File: src/rtl/core/rde_pkg.sv
`timescale 1ns / 1ps
// ----------------------------------------------------------------------------
// rde_pkg
// Shared types and constants of the repeating decimal expander.
// ----------------------------------------------------------------------------
package rde_pkg;

  localparam int NUM_W           = 16;  // numerator field width
  localparam int DEN_W           = 12;  // denominator field width
  localparam int VALUE_W         = 16;  // result value width
  localparam int DIGIT_W         = 4;   // one decimal digit
  localparam int POS_W           = 13;  // digit positions up to 2**DEN_W + 1
  localparam int EPOCH_W         = 8;   // remainder table tag width
  localparam int STORE_DEPTH     = 64;  // digit store entries
  localparam int STORE_AW        = 6;
  localparam int MAX_DIGIT_ITEMS = 62;  // a run holds at most 64 items

  typedef enum logic [1:0] {
    KIND_INT = 2'd0,
    KIND_PRE = 2'd1,
    KIND_CYC = 2'd2,
    KIND_SUM = 2'd3
  } kind_e;

  typedef enum logic [3:0] {
    ST_CLEAR,
    ST_IDLE,
    ST_DIV,
    ST_WALK_RD,
    ST_WALK_CHK,
    ST_EMIT_INT,
    ST_EMIT_RD,
    ST_EMIT_DIG,
    ST_EMIT_SUM
  } state_e;

  // One remainder table entry: tag of the fraction that wrote it, and the
  // digit position at which that remainder was first seen.
  typedef struct packed {
    logic [EPOCH_W-1:0] tag;
    logic [POS_W-1:0]   pos;
  } rt_entry_t;

  // Write port of the digit store.
  typedef struct packed {
    logic                en;
    logic [STORE_AW-1:0] addr;
    logic [DIGIT_W-1:0]  data;
  } dig_wr_t;

endpackage

File: src/rtl/core/rde_digits.sv
`timescale 1ns / 1ps
// ----------------------------------------------------------------------------
// rde_digits
// Digit store: the first decimal digits of the expansion, written during
// the walk and read back while the run goes out.
// ----------------------------------------------------------------------------
module rde_digits
  import rde_pkg::*;
(
  input  logic                clk_i,
  input  dig_wr_t             wr_i,
  input  logic                rd_en_i,
  input  logic [STORE_AW-1:0] rd_addr_i,
  output logic [DIGIT_W-1:0]  rd_data_o
);

  logic [DIGIT_W-1:0] mem [STORE_DEPTH];
  logic [DIGIT_W-1:0] rd_data_q;

  always_ff @(posedge clk_i) begin
    if (wr_i.en) begin
      mem[wr_i.addr] <= wr_i.data;
    end
  end

  always_ff @(posedge clk_i) begin
    if (rd_en_i) begin
      rd_data_q <= mem[rd_addr_i];
    end
  end

  assign rd_data_o = rd_data_q;

endmodule

File: config.mk
export PLATFORM = sky130hd
export DESIGN_NAME = rde_digits
export DESIGN_NICKNAME = d
export VERILOG_FILES = /design/src/rtl/core/rde_pkg.sv /design/src/rtl/core/rde_digits.sv
export SDC_FILE = /design/constraint.sdc
export NUM_CORES = 1
export LEC_CHECK = 0
export BUFFER_PORTS_ARGS = -buffer_cell sky130_fd_sc_hd__buf_2
export CAP_MARGIN = 20
export CORE_UTILIZATION = 35
export DETAILED_ROUTE_END_ITERATION = 8
export GPL_TIMING_DRIVEN = 1
export RECOVER_POWER = 25
export SYNTH_ARGS = -nofsm -noshare
export SYNTH_HDL_FRONTEND = slang
export SYNTH_SLANG_ARGS = --single-unit
File: constraint.sdc
create_clock -name clk_i -period 4.6 [get_ports clk_i]
set_input_delay 0.46 -clock clk_i [delete_from_list [all_inputs] [get_ports clk_i]]
set_output_delay 0.46 -clock clk_i [all_outputs]
set_load 0.01 [all_outputs]
==> results of run 1 <==
==> registers in the layout, indices dropped and copies added, names as in the netlist <==
signal     cells
rd_data_o      4
mem          256
==> cell usage in the layout (no fill, tap or decap), drive strengths merged, types with 2 or more instances in the layout <==
cell type  synthesis  final
or3                2      2
o21ai              3      3
edfxtp           260    260
nand2b             7      7
clkbuf            12     37
o22ai              3      3
a22o               4      4
nor2b              6      6
mux2i              5      5
nand2             10     10
nand3             11     11
o221ai             6      6
a22oi              8      8
mux4              65     65
nand4              2      2
clkinv             1     18
a21oi              4      4
nand3b             4      4
and2b              2      2
inv                2      3
nor2              74     74
buf               14     23
nor3               3      3
o32ai              2      2
==> metrics by stage <==
| stage | setup slack (ns) | power (mW) | utilization | hold slack, ns | instances |
|---|---|---|---|---|---|
| global placement | 1.68 | 2.92 | 0.375 | 0.755 | 905 |
| floorplan | 2.49 | 2.83 | - | 0.559 | 521 |
| CTS | 2.24 | 4.84 | 0.402 | 0.194 | 954 |
| detailed placement | 1.67 | 2.93 | 0.375 | 0.751 | 905 |
| global route | 1.73 | 4.95 | 0.403 | 0.271 | 958 |
| finish | 1.99 | 4.81 | 0.403 | 0.286 | 958 |
==> report_power, final <==
| part | internal [mW] | switching (mW) | leakage [nW] | total (mW) |
|---|---|---|---|---|
| combinational | 0.0904 | 0.154 | 0.883 | 0.244 |
| sequential | 2.63 | 0.00597 | 2.34 | 2.64 |
| clock | 1.07 | 0.861 | 0.384 | 1.93 |
| total | 3.79 | 1.02 | 3.61 | 4.81 |
==> cells by family after synthesis <==
logic type             Yosys count  share of synthesized area
AOI/OAI and AO/OA               37                     0.0263
buffers and inverters           29                     0.0202
DFF                            260                      0.747
muxes                           70                      0.152
and+or+nand+nor                125                     0.0544
==> cell type report <==
cell class | instances | area, um^2 | share of cell area
flip-flops and latches | 260 | 7810 | 0.667
multi-input cells | 232 | 2430 | 0.208
repair buffers | 30 | 196 | 0.0168
well taps | 384 | 480 | 0.0411
clock buffers | 30 | 687 | 0.0587
clock inverters | 19 | 92.6 | 0.00791
inverters | 3 | 11.3 | 0.000962
==> per-layer routing <==
metal | share of wire | GRT usage
met1 | 0.43 | 0.201
met3 | 0.059 | 0.0252
met4 | 0.023 | 0.0457
met5 | 0 | 0
met2 | 0.49 | 0.240
==> worst paths after layout <==
path / startpoint / end / slack, ns / depth (start not counted)
max: wr_i[3] / mem[40][3] / 1.99 / 2
min: rd_en_i / rd_data_o[3] / 0.29 / 1
max reg2reg: mem[49][1] / rd_data_o[1] / 2.71 / 4
min reg2reg: mem[38][2] / rd_data_o[2] / 0.98 / 4
==> run summary, run 1 <==
Outcome - finished, violations left
Failing checks - capacitance limit, slew limit
Site Rows - 62
Fill cells - 2574
Count leader, synth - edfxtp_1
Aggregate global routing overflow - 0
Max cap viols - 2
Worst slew pin tran - 2.37 ns
Yosys cell types - 43
Sequential area share after synthesis - 0.747
Synth Instances - 521
Port bufs - 22
CP max-delay cell - clkbuf_1
DIE AREA - 30500 um^2
Synth Warn # - 0
Peak Freq - 384 MHz
Worst-path clk slew - 0.06 ns
HPWL after DPL - 14.0 mm
Setup Crit Path Kind - in -> reg
Diodes inserted - 0
FFs w/ async S/R, synth - 0
Syn Nets - 540
Final nets - 573
Number of global-route vias before repair - 5393
CP Cell Sequence - clkbuf_1 -> clkbuf_1
Insertion delay to the later sink of the worst-skew pair - 0.54 ns
CP bufs+invs - 2
Power density cells - 411 nW/um^2
Tot GR Track Use - 0.147
P_leak - 3.61 nW
Root Buffer - clkbuf_16
Fin. max-slew vios - 106
Ports - 23
Clock Path Buffers - 3
Setup bufs post-CTS - 0
Synth top cells by count - 260 x edfxtp_1, 74 x nor2_1, 46 x mux4_2
Height of the die - 175 um
Req. time, crit path - 4.59 ns
Final min period - 2.61 ns
GPL Wtd Cong - 0.767
Core Area - 29000 um^2
Largest net degree at the start of global routing - 65
Non-Filler Cell Area, Final - 11700 um^2
Starting Density - 0.360
CP top delay family - buffers and inverters
Final setup viols - 0
Synth area leaders - edfxtp_1 75%, mux4_2 9.9%, mux4_1 4.8%
Final TNS setup - 0 ns
Vias per Instance - 5.38
Remaining antenna violation count - 0
Drt drc - 0
Synth Cell Area - 10400 um^2
Max incr delay on CP - 1.73 ns
TritonRoute pass-1 iters - 5
TritonCTS clock tree - done
Clock sink count - 260
Routed WL per cell - 23.1 um
DR vias - 5150
Fin crit share - 0.567
Resize count post-CTS - 0
Crit. End Element - register
H-tree depth - 1
Die W - 175 um
DP Area - 10900 um^2
Synth top area share - 0.747
Total CTS buffers - 27
Synth Register Bits - 260
Critical Path Source Type - primary input
Crit-path max FO - 54
Layout area overhead - 12.0%
Cts-stage hold buffer count - 0
Post-synth EDFFs - 260
Worst vdd ir - 0.252 mV
Initial antenna violation count - 0
Worst hold path type - in -> reg
Most frequent CP cell - clkbuf_1
Hold Violations, Final - 0
First-pass GRT wire length - 33.5 mm
Clock skew - 0.0164 ns
Relative slew slack - -0.578
Synth Area per Inst - 20.1 um^2
Cell taking the most area after synthesis - edfxtp_1
RSZ-0062 raised after global routing - no
Post-Route WL - 22.2 mm
Layout cell share with drive strength beyond 1 - 0.188
1st-iter DRT viols - 606
Top FF cell, synth - edfxtp_1
Arr. time, crit path - 2.59 ns
Power figures use the tool's default switching activity.
==> inputs of run 2 (changes only) <==
clock period = 2.6 ns   (was 4.6 ns; I/O delays follow)
==> run 2 against run 1 <==
Effect of this change: the flow still finishes with violations (capacitance limit, slew limit); largest power group unchanged; largest cell class unchanged; critical path type is now reg -> reg; sequential share of layout area fell by 0.73 points; clock skew fell by 0.0065 ns; hold slack got worse by 0.20 ns; via count barely moved.
==> run summary, run 2 (synthesis results as in run 1) <==
Hold Violations, Final - 0 (unchanged)
Clock skew - 0.00993 ns (-0.00647 ns)
Power density cells - 744 nW/um^2 (+81%)
Routed WL per cell - 23.4 um (+1.1%)
Final setup viols - 0 (unchanged)
Commonest cells after routing, fill and taps aside - 260 x edfxtp_1, 74 x nor2_1, 46 x mux4_2
Diodes inserted - 0 (unchanged)
Final nets - 580 (+1.2%)
Number of global-route vias before repair - 5286 (-2.0%)
Setup bufs post-CTS - 0 (unchanged)
Fin crit share - 0.740
Setup Crit Path Kind - reg -> reg
Max reg flops - 256 (unchanged)
Insertion delay to the later sink of the worst-skew pair - 0.53 ns (about the same)
Ports - 23 (unchanged)
H-tree depth - 1 (unchanged)
Crit-path max FO - 1 (-98%)
Failing checks - capacitance limit, slew limit
Total CTS buffers - 26 (-3.7%)
P_leak - 3.68 nW (+2.0%)
Fin. max-slew vios - 43 (-59%)
Arr. time, crit path - 2.20 ns (-0.39 ns)
Crit. End Element - register
Worst slew pin tran - 1.97 ns (-0.392 ns)
Height of the die - 175 um (unchanged)
DIE AREA - 30500 um^2 (unchanged)
Vias per Instance - 5.34 (-0.58%)
Worst-path clk slew - 0.06 ns (about the same)
Cts-stage hold buffer count - 0 (unchanged)
HPWL after DPL - 14.6 mm (+4.0%)
Relative slew slack - -0.316 (+0.261)
Resize count post-CTS - 0 (unchanged)
Req. time, crit path - 2.87 ns (-1.72 ns)
Starting Density - 0.360 (unchanged)
Layout area overhead - 13.3%
Remaining antenna violation count - 0 (unchanged)
Root Buffer - clkbuf_16
TritonCTS clock tree - done
Critical Path Source Type - register
Drt drc - 0 (unchanged)
Worst vdd ir - 0.495 mV (+96%)
Most common cell after layout, fill and taps aside - edfxtp_1
Die W - 175 um (unchanged)
Power after layout - 8.80 mW (+83%)
DR vias - 5152 (+0.039%)
First-pass GRT wire length - 33.6 mm (+0.35%)
Peak Freq - 520 MHz
Largest net degree at the start of global routing - 65 (unchanged)
1st-iter DRT viols - 501 (-17%)
Outcome - finished, violations left
Biggest register - mem
Tot GR Track Use - 0.149 (+0.00198)
Clock Path Buffers - 3 (unchanged)
Core Area - 29000 um^2 (unchanged)
TritonRoute pass-1 iters - 5 (unchanged)
Worst hold path type - in -> reg
Max cap viols - 2 (unchanged)
Port bufs - 22 (unchanged)
Aggregate global routing overflow - 0 (unchanged)
Layout cell share with drive strength beyond 1 - 0.205 (+0.0170)
Site Rows - 62 (unchanged)
Final min period - 1.92 ns
RSZ-0062 raised after global routing - no
Post-Route WL - 22.5 mm (+1.7%)
Initial antenna violation count - 0 (unchanged)
GPL Wtd Cong - 0.795 (+3.7%)
Final TNS setup - 0 ns (unchanged)
Clock sink count - 260 (unchanged)
[run 2: cell types whose count changed in the layout (fill, tap and decap cells not counted), moves of 2 or more]
cell,previous run,this run
buf_4,4,13
bufinv_16,0,3
clkinv_1,11,8
clkinv_2,6,3
buf_2,16,18
clkbuf_1,10,8
[run 2: path summary, 6_finish.rpt]
path	from	end	slack, ns	cells past startpoint
worst min register to register	mem[50][2]	rd_data_o[2]	0.98	4
worst max-delay path	mem[21][2]	rd_data_o[2]	0.68	4
worst max register to register	mem[21][2]	rd_data_o[2]	0.68	4
worst min-delay path	rd_en_i	rd_data_o[3]	0.08	1
[run 2: through the flow]
stage | area [um^2] | setup WS (ns) | util | hold WS [ns] | std cells
final | 11800 | 0.676 | 0.408 | 0.0818 | 964
after global routing | 11800 | 0.599 | 0.408 | 0.0824 | 964
after CTS | 11900 | 0.672 | 0.409 | 0.00111 | 964
after detailed placement | 11000 | 0.190 | 0.380 | 0.549 | 917
after global placement | 11000 | 0.201 | 0.380 | 0.560 | 917
after floorplan | 10400 | 0.695 | - | 0.359 | 521
[run 2: where the power goes]
part           internal (mW)  switching [mW]  total [mW]
sequential              4.65         0.00832        4.66
combinational          0.168           0.276       0.444
clock                   2.19            1.51        3.70
[run 2: cell type report]
class                   count  area, um^2
flip-flops and latches    260        7810
clock inverters            15         148
repair buffers             38         264
clock buffers              32         694
multi-input cells         232        2430
well taps                 384         480
inverters                   3        11.3
fillers                  2564       17200
[run 2: layer usage]
| layer | track usage | wire, um | up-vias |
|---|---|---|---|
| li1 | - | - | 2237 |
| met1 | 0.204 | 9860 | 2706 |
| met2 | 0.237 | 10600 | 160 |
| met3 | 0.0315 | 1360 | 49 |
| met4 | 0.0486 | 740 | 0 |
| met5 | 0 | 0 | - |
[run 2: worst max-delay path: stages (launching register included)]
cell      delay [ns]
edfxtp_1        0.36
mux4_1          0.56
o32ai_1         0.30
a211oi_1        0.11
a221o_1         0.34
