`src/rtl/core/rde_pkg.sv`:
```
`timescale 1ns / 1ps
// ----------------------------------------------------------------------------
// rde_pkg
// Shared types and constants of the repeating decimal expander.
// ----------------------------------------------------------------------------
package rde_pkg;

  localparam int NUM_W           = 16;  // numerator field width
  localparam int DEN_W           = 12;  // denominator field width
  localparam int VALUE_W         = 16;  // result value width
  localparam int DIGIT_W         = 4;   // one decimal digit
  localparam int POS_W           = 13;  // digit positions up to 2**DEN_W + 1
  localparam int EPOCH_W         = 8;   // remainder table tag width
  localparam int STORE_DEPTH     = 64;  // digit store entries
  localparam int STORE_AW        = 6;
  localparam int MAX_DIGIT_ITEMS = 62;  // a run holds at most 64 items

  typedef enum logic [1:0] {
    KIND_INT = 2'd0,
    KIND_PRE = 2'd1,
    KIND_CYC = 2'd2,
    KIND_SUM = 2'd3
  } kind_e;

  typedef enum logic [3:0] {
    ST_CLEAR,
    ST_IDLE,
    ST_DIV,
    ST_WALK_RD,
    ST_WALK_CHK,
    ST_EMIT_INT,
    ST_EMIT_RD,
    ST_EMIT_DIG,
    ST_EMIT_SUM
  } state_e;

  // One remainder table entry: tag of the fraction that wrote it, and the
  // digit position at which that remainder was first seen.
  typedef struct packed {
    logic [EPOCH_W-1:0] tag;
    logic [POS_W-1:0]   pos;
  } rt_entry_t;

  // Write port of the digit store.
  typedef struct packed {
    logic                en;
    logic [STORE_AW-1:0] addr;
    logic [DIGIT_W-1:0]  data;
  } dig_wr_t;

endpackage

```
`src/rtl/core/rde_intdiv.sv`:
```
`timescale 1ns / 1ps
// ----------------------------------------------------------------------------
// rde_intdiv
// Restoring divider, one quotient bit per cycle: integer part and first
// remainder of the fraction.
// ----------------------------------------------------------------------------
module rde_intdiv
  import rde_pkg::*;
#(
  parameter int NB = 16
) (
  input  logic             clk_i,
  input  logic             rst_ni,
  input  logic             start_i,
  input  logic [NB-1:0]    num_i,
  input  logic [DEN_W-1:0] den_i,
  output logic             done_o,
  output logic [NB-1:0]    quot_o,
  output logic [DEN_W-1:0] rem_o
);

  localparam int CW = $clog2(NB + 1);

  logic [NB-1:0]    quo_q, quo_d;
  logic [DEN_W-1:0] rem_q, rem_d;
  logic [DEN_W-1:0] den_q;
  logic [CW-1:0]    cnt_q, cnt_d;
  logic             busy_q, busy_d;
  logic             done_q, done_d;
  logic [DEN_W:0]   rem_sh;
  logic [DEN_W:0]   rem_sub;
  logic             ge;

  // quo_q shifts the dividend out at the top and the quotient in at the bottom
  assign rem_sh  = {rem_q, quo_q[NB-1]};
  assign ge      = rem_sh >= {1'b0, den_q};
  assign rem_sub = rem_sh - {1'b0, den_q};

  always_comb begin
    quo_d  = quo_q;
    rem_d  = rem_q;
    cnt_d  = cnt_q;
    busy_d = busy_q;
    done_d = 1'b0;
    if (start_i) begin
      quo_d  = num_i;
      rem_d  = '0;
      cnt_d  = '0;
      busy_d = 1'b1;
    end else if (busy_q) begin
      quo_d = {quo_q[NB-2:0], ge};
      rem_d = ge ? rem_sub[DEN_W-1:0] : rem_sh[DEN_W-1:0];
      cnt_d = cnt_q + CW'(1);
      if (cnt_q == CW'(NB - 1)) begin
        busy_d = 1'b0;
        done_d = 1'b1;
      end
    end
  end

  always_ff @(posedge clk_i or negedge rst_ni) begin
    if (!rst_ni) begin
      busy_q <= 1'b0;
      done_q <= 1'b0;
      cnt_q  <= '0;
    end else begin
      busy_q <= busy_d;
      done_q <= done_d;
      cnt_q  <= cnt_d;
    end
  end

  always_ff @(posedge clk_i) begin
    quo_q <= quo_d;
    rem_q <= rem_d;
    if (start_i) begin
      den_q <= den_i;
    end
  end

  assign done_o = done_q;
  assign quot_o = quo_q;
  assign rem_o  = rem_q;

endmodule

```
`config.mk`:
```
export PLATFORM = sky130hd
export DESIGN_NAME = rde_intdiv
export DESIGN_NICKNAME = d
export VERILOG_FILES = /design/src/rtl/core/rde_pkg.sv /design/src/rtl/core/rde_intdiv.sv
export SDC_FILE = /design/constraint.sdc
export NUM_CORES = 1
export LEC_CHECK = 0
export ABC_CLOCK_PERIOD_IN_PS = 2250
export BUFFER_PORTS_ARGS = -buffer_cell sky130_fd_sc_hd__buf_4
export CAP_MARGIN = 10
export CORE_UTILIZATION = 48
export DETAILED_ROUTE_END_ITERATION = 8
export PLACE_DENSITY = 0.75
export SYNTH_ARGS = -nofsm -noshare
export SYNTH_HDL_FRONTEND = slang
export SYNTH_SLANG_ARGS = --single-unit
export TNS_END_PERCENT = 10
```
`constraint.sdc`:
```
create_clock -name clk_i -period 2.25 [get_ports clk_i]
set_clock_uncertainty 0.1 [all_clocks]
set_input_delay 0.3375 -clock clk_i [delete_from_list [all_inputs] [get_ports clk_i]]
set_output_delay 0.3375 -clock clk_i [all_outputs]
set_load 0.03 [all_outputs]
```
==> qor.txt, run 1 <==
Period Utilization, post-route: 101%
Mapped Cells: 232
R2R Setup Slk: -0.03 ns
H-tree Lvls: 2
final std cells w/o fill: 398
Mapped Area: 2520 um2
die width: 74.5 um
Total Die Area: 5550 um2
Post-synth EDFFs: 28
Port Buf Inserts: 59
vias in the first global route: 2,004
Slew @ Worst Pin: 0.436 ns
Vias/cell: 5.42
area grow syn2layout: 42.4%
First-pass DRT Iterations: 4
Core Box Area: 5070 um2
Power Density: 1150 nW/um2
clock-pin slew on the worst setup and hold paths: 0.09 ns
post-synth top area share: 33.3%
synthesized area per cell: 10.9 um2
Main synth FF type: edfxtp_1
fin crit period: 2.28 ns
Clock Sink Count: 47
worst-skew pair later-pin latency: 0.31 ns
ys async rst share: 14.9%
Ys Warns: 0
nets@finish: 373
Placer Congestion: 0.815
final worst setup slack: -0.0285 ns
Final Setup Violations: 3
Worst EP arrival: 2.40 ns
Hold Path Class: in -> reg
Cell variety after synth: 47
overall power: 0.00414 W
startpoint types: flop
layout cells sized above 1: 44.8%
final hold violation count: 0
Ant. Diodes: 0
Top Ports: 60
P_leak: 1.57 nW
final WL: 5970 um
leading area contributor after synthesis: edfxtp_1
post-route ant nets: 0
most frequent cells in the layout: buf_4, edfxtp_1, nor2_1, inv_1, nand2_1
# DRC: 0
CP max FO: 2
Syn Nets: 278
fmax: 439 MHz
All-Layer GR Usage: 22.3%
largest net degree at the start of global routing: 30
CTS tree: done
vias: 2,159
register area share after synthesis: 49.8%
Slew Viols, Final: 0
Worst Path Required: 2.37 ns
Iter 0 DRT Violations: 77
hpwl dp: 4370 um
Crit. End Element: flop
row cnt: 26
VDD IR max: 0.000723 V
starting density of the core: 49.7%
initial antenna violation count: 0
worst setup path class: reg -> reg
Inserted Clock Buffers: 5
failing checks: negative setup slack
Final Util: 70.7%
Worst slew margin: 70.6%
DIE HEIGHT: 74.5 um
status: finished, violations left
remaining global-route overflow: 0
Avg WL per Cell: 15.0 um
most common cell after layout, fill and taps aside: buf_4
placed cell count: 387
Clock Tree Root: clkbuf_8
Synth Register Bits: 47
maximum clock insertion buffer count: 2
RSZ-0062 raised after global routing: true
Area contributors post-synth: edfxtp_1, dfxtp_1, mux2_2, dfrtp_1, ha_1
Max-Cap Viols: 0
first-pass GRT wire length: 9330 um
-- cells in the mapped netlist, types with 2 or more instances --
library cell	number
o211ai_1	2
xnor2_1	3
ha_1	14
o21ai_1	3
mux2_2	16
a21oi_1	11
xor2_1	4
dfrtp_1	7
nor2_1	20
buf_1	3
inv_1	19
o21bai_1	2
and3_1	4
nand4_1	2
clkbuf_1	3
nand2b_1	2
nor2b_1	4
o21ai_0	5
nand2_1	20
nand3_1	7
or3_1	3
mux2i_1	2
nor3_1	2
a21boi_0	2
edfxtp_1	28
a41oi_1	2
a311oi_1	7
a21o_1	2
o41ai_1	2
dfxtp_1	12
a211oi_1	3
-- sequential cells by signal, summed over array words and instances (netlist names) --
name / count
den_q: 12
done_o: 1
rem_o: 12
quot_o: 16
cnt_q: 5
busy_q: 1
-- power by group --
part           leakage [nW]  switching (W)  internal [W]
sequential            0.478       0.000142       0.00109
clock                0.0418       0.000297      0.000217
combinational          1.05        0.00126       0.00113
-- path summary, 6_finish.rpt --
| check | start | end | cells past startpoint |
|---|---|---|---|
| max | den_q[0] | rem_o[10] | 8 |
| min | den_i[6] | den_q[6] | 1 |
| max reg2reg | den_q[0] | rem_o[10] | 8 |
| min reg2reg | rem_o[3] | rem_o[3] | 2 |
| max in group asynchronous | rst_ni | cnt_q[1] | 2 |
| min in group asynchronous | rst_ni | busy_q | 2 |
-- critical path, stage by stage (launching register included) --
cell       delay, ns
edfxtp_1        0.42
ha_4            0.19
fa_2            0.36
nor2b_2         0.14
o21bai_1        0.10
a21o_1          0.22
a2111oi_4       0.31
o31ai_2         0.10
a311oi_1        0.25
-- through the flow --
step	setup slack, ns	area [um2]	hold slack, ns	TNS (ns)
finish	-0.0285	3590	0.0978	-0.0627
global route	-0.157	3590	0.0880	-0.561
CTS	-0.0180	3500	0.0967	-0.0193
detailed placement	-0.0311	3380	0.0543	-0.0458
global placement	0.0220	3380	0.0558	0
floorplan	-0.0943	2620	-0.0581	-0.236
-- layout make-up --
| type | instances | area, um2 |
|---|---|---|
| Tap cell | 70 | 87.6 |
| Multi-Input combinational cell | 159 | 1350 |
| Inverter | 19 | 71.3 |
| Clock inverter | 3 | 20.0 |
| Fill cell | 379 | 1490 |
| Sequential cell | 47 | 1260 |
| Timing Repair Buffer | 95 | 732 |
| Clock buffer | 5 | 68.8 |
-- per-layer routing --
metal / up-vias / global-route usage, % / share of wire, %
met5: - / 0 / 0
met4: 0 / 7.13 / 2.0
met3: 13 / 4.20 / 5.2
met2: 67 / 36.6 / 47
met1: 1031 / 29.9 / 46
li1: 1048 / - / -
-- kinds of logic after synthesis --
group	share of synthesized area [%]
compound gates	16.0
xor+xnor	2.43
fa+ha+maj	7.74
buf+inv	3.92
flops	49.8
mux	7.94
simple gates	12.2
-- timing repair --
action / CTS / global route
resized for setup: 5 / 11
setup buffers: 1 / 1
pin swaps: 3 / 6
hold buffers: 1 / 0
setup endpoints to repair: 3 / 13
endpoints found under the hold margin: 7 / 0
Note: power is estimated with default switching activity, not from simulation.
==> inputs of run 2 (changes only) <==
- CTS_CLUSTER_SIZE: default -> 40
- PLACE_DENSITY: 0.75 -> 0.74
==> run 2 against run 1 <==
Via count decreased by 1.8%. Critical path type unchanged. The flow still finishes with violations (negative setup slack). Largest power group unchanged. Maximum frequency decreased by 0.21%. Clock power about the same. Critical endpoint is now rem_o[5]. Count of clock-buffer cells in the layout unchanged.
==> qor.txt, run 2 (synthesized netlist as in run 1, its figures left out) <==
Avg WL per Cell: 15.0 um (-0.10%)
row cnt: 26 (unchanged)
Core Box Area: 5070 um2 (unchanged)
clock-pin slew on the worst setup and hold paths: 0.09 ns (about the same)
VDD IR max: 0.000877 V (+21%)
startpoint types: flop
Power Density: 1150 nW/um2 (-0.34%)
Clock Sink Count: 47 (unchanged)
Worst EP arrival: 2.41 ns (about the same)
DIE HEIGHT: 74.5 um (unchanged)
Period Utilization, post-route: 101% (+0.22 points)
vias: 2,121 (-1.8%)
remaining global-route overflow: 0 (unchanged)
Inserted Clock Buffers: 5 (unchanged)
starting density of the core: 49.7% (unchanged)
Max-Cap Viols: 0 (unchanged)
first-pass GRT wire length: 9380 um (+0.60%)
First-pass DRT Iterations: 4 (unchanged)
multi-input logic area: 1370 um2 (+1.8%)
R2R Setup Slk: -0.03 ns (about the same)
Hold Path Class: in -> reg
CTS tree: done
# DRC: 0 (unchanged)
H-tree Lvls: 2 (unchanged)
Final Util: 71.2% (+0.47 points)
All-Layer GR Usage: 22.9% (+0.53 points)
Port Buf Inserts: 59 (unchanged)
most common cell after layout, fill and taps aside: buf_4
hpwl dp: 4390 um (+0.31%)
Worst slew margin: 74.2% (+3.7 points)
die width: 74.5 um (unchanged)
Slew Viols, Final: 0 (unchanged)
fill cell count: 379 (unchanged)
WHS: 0.0985 ns (+0.000682 ns)
R2R depth: 8 (unchanged)
Ant. Diodes: 0 (unchanged)
P_leak: 1.58 nW (+0.39%)
Worst Path Required: 2.37 ns (about the same)
post-route ant nets: 0 (unchanged)
Clock Tree Root: clkbuf_8
final hold violation count: 0 (unchanged)
start point of the critical path: den_q[6]
fmax: 438 MHz (-0.21%)
most frequent cells in the layout: buf_4, edfxtp_1, nand2_1, nor2_1, inv_1
worst-skew pair later-pin latency: 0.31 ns (about the same)
final worst setup slack: -0.0334 ns (-0.00486 ns)
Top Ports: 60 (unchanged)
Reg2Reg Launch Point: den_q[6]
placed standard-cell area: 3380 um2 (unchanged)
RSZ-0062 raised after global routing: true
worst setup path class: reg -> reg
final WL: 5970 um (-0.10%)
Crit. End Element: flop
layout cells sized above 1: 45.1% (+0.30 points)
Slew @ Worst Pin: 0.382 ns (-0.0539 ns)
fin crit period: 2.28 ns (+0.00486 ns)
maximum clock insertion buffer count: 2 (unchanged)
hold_sp: den_i[6]
CP max FO: 3 (+1)
DP Worst Slack: -0.0815 ns (-0.0504 ns)
Iter 0 DRT Violations: 93 (+21%)
nets@finish: 373 (unchanged)
Final Setup Violations: 2 (-1)
Critical Path Sink: rem_o[5]
worst r2r dst: rem_o[5]
vias in the first global route: 1,990 (-0.70%)
largest net degree at the start of global routing: 23 (-23%)
register area: 1260 um2 (unchanged)
final instance area: 3610 um2 (+0.66%)
Total Die Area: 5550 um2 (unchanged)
placed cell count: 387 (unchanged)
failing checks: negative setup slack
Vias/cell: 5.33 (-1.8%)
area grow syn2layout: 43.3%
max FFs per register: 16 (unchanged)
initial antenna violation count: 0 (unchanged)
status: finished, violations left
Placer Congestion: 0.857 (+5.3%)
final std cells w/o fill: 398 (unchanged)
run 2: cell counts in the layout (fill, tap and decap cells not counted):
Identical to the previous run, type by type.
run 2: metal layers:
layer / GRT usage (%) / wire length [um] / vias to the layer above
li1: - / - / 1047
met1: 30.0 / 2820 / 996
met2: 37.0 / 2740 / 66
met3: 4.74 / 288 / 12
met4: 9.01 / 114 / 0
met5: 0 / 0 / -
run 2: cell type report:
type                            count  share of cell area (%)
Timing Repair Buffer               95                    20.3
Sequential cell                    47                    34.9
Inverter                           19                    1.97
Tap cell                           70                    2.42
Clock inverter                      3                   0.554
Clock buffer                        5                    1.90
Multi-Input combinational cell    159                    38.0
run 2: how the worst min path moves through the flow:
stage | endpoint | slack [ns] | cells after the start
floorplan | busy_q | -0.06 | 0
global placement | done_o | 0.05 | 1
detailed placement | done_o | 0.06 | 1
CTS | den_q[5] | 0.1 | 1
global route | den_q[2] | 0.09 | 1
finish | den_q[6] | 0.1 | 1
run 2: what timing repair did:
action                                  CTS  global route
pin swaps                                 4             2
hold endpoints to repair                  7             0
buffers inserted                          2             0
endpoints found under the setup margin    6            12
hold buffers                              1             0
gates resized for setup                   8             9
run 2: power by group:
part,switching (W),total [W],internal [W]
Combinational,0.00124,0.00240,0.00116
Clock,0.000298,0.000515,0.000217
Sequential,0.000152,0.00124,0.00109
run 2: critical path, cell delays in order, from the launching register on:
cell	delay, ns
edfxtp_1	0.34
inv_1	0.05
ha_1	0.31
nand4_1	0.17
a2111oi_4	0.27
o31ai_2	0.13
and2_4	0.19
or3_4	0.38
a311oi_2	0.25
run 2: per-stage QoR:
stage | setup TNS, ns | power (W)
after CTS | -0.0636 | 0.00403
after global placement | 0 | 0.00338
final | -0.0367 | 0.00416
after detailed placement | -0.140 | 0.00341
after floorplan | -0.236 | 0.00254
after global routing | -0.647 | 0.00440
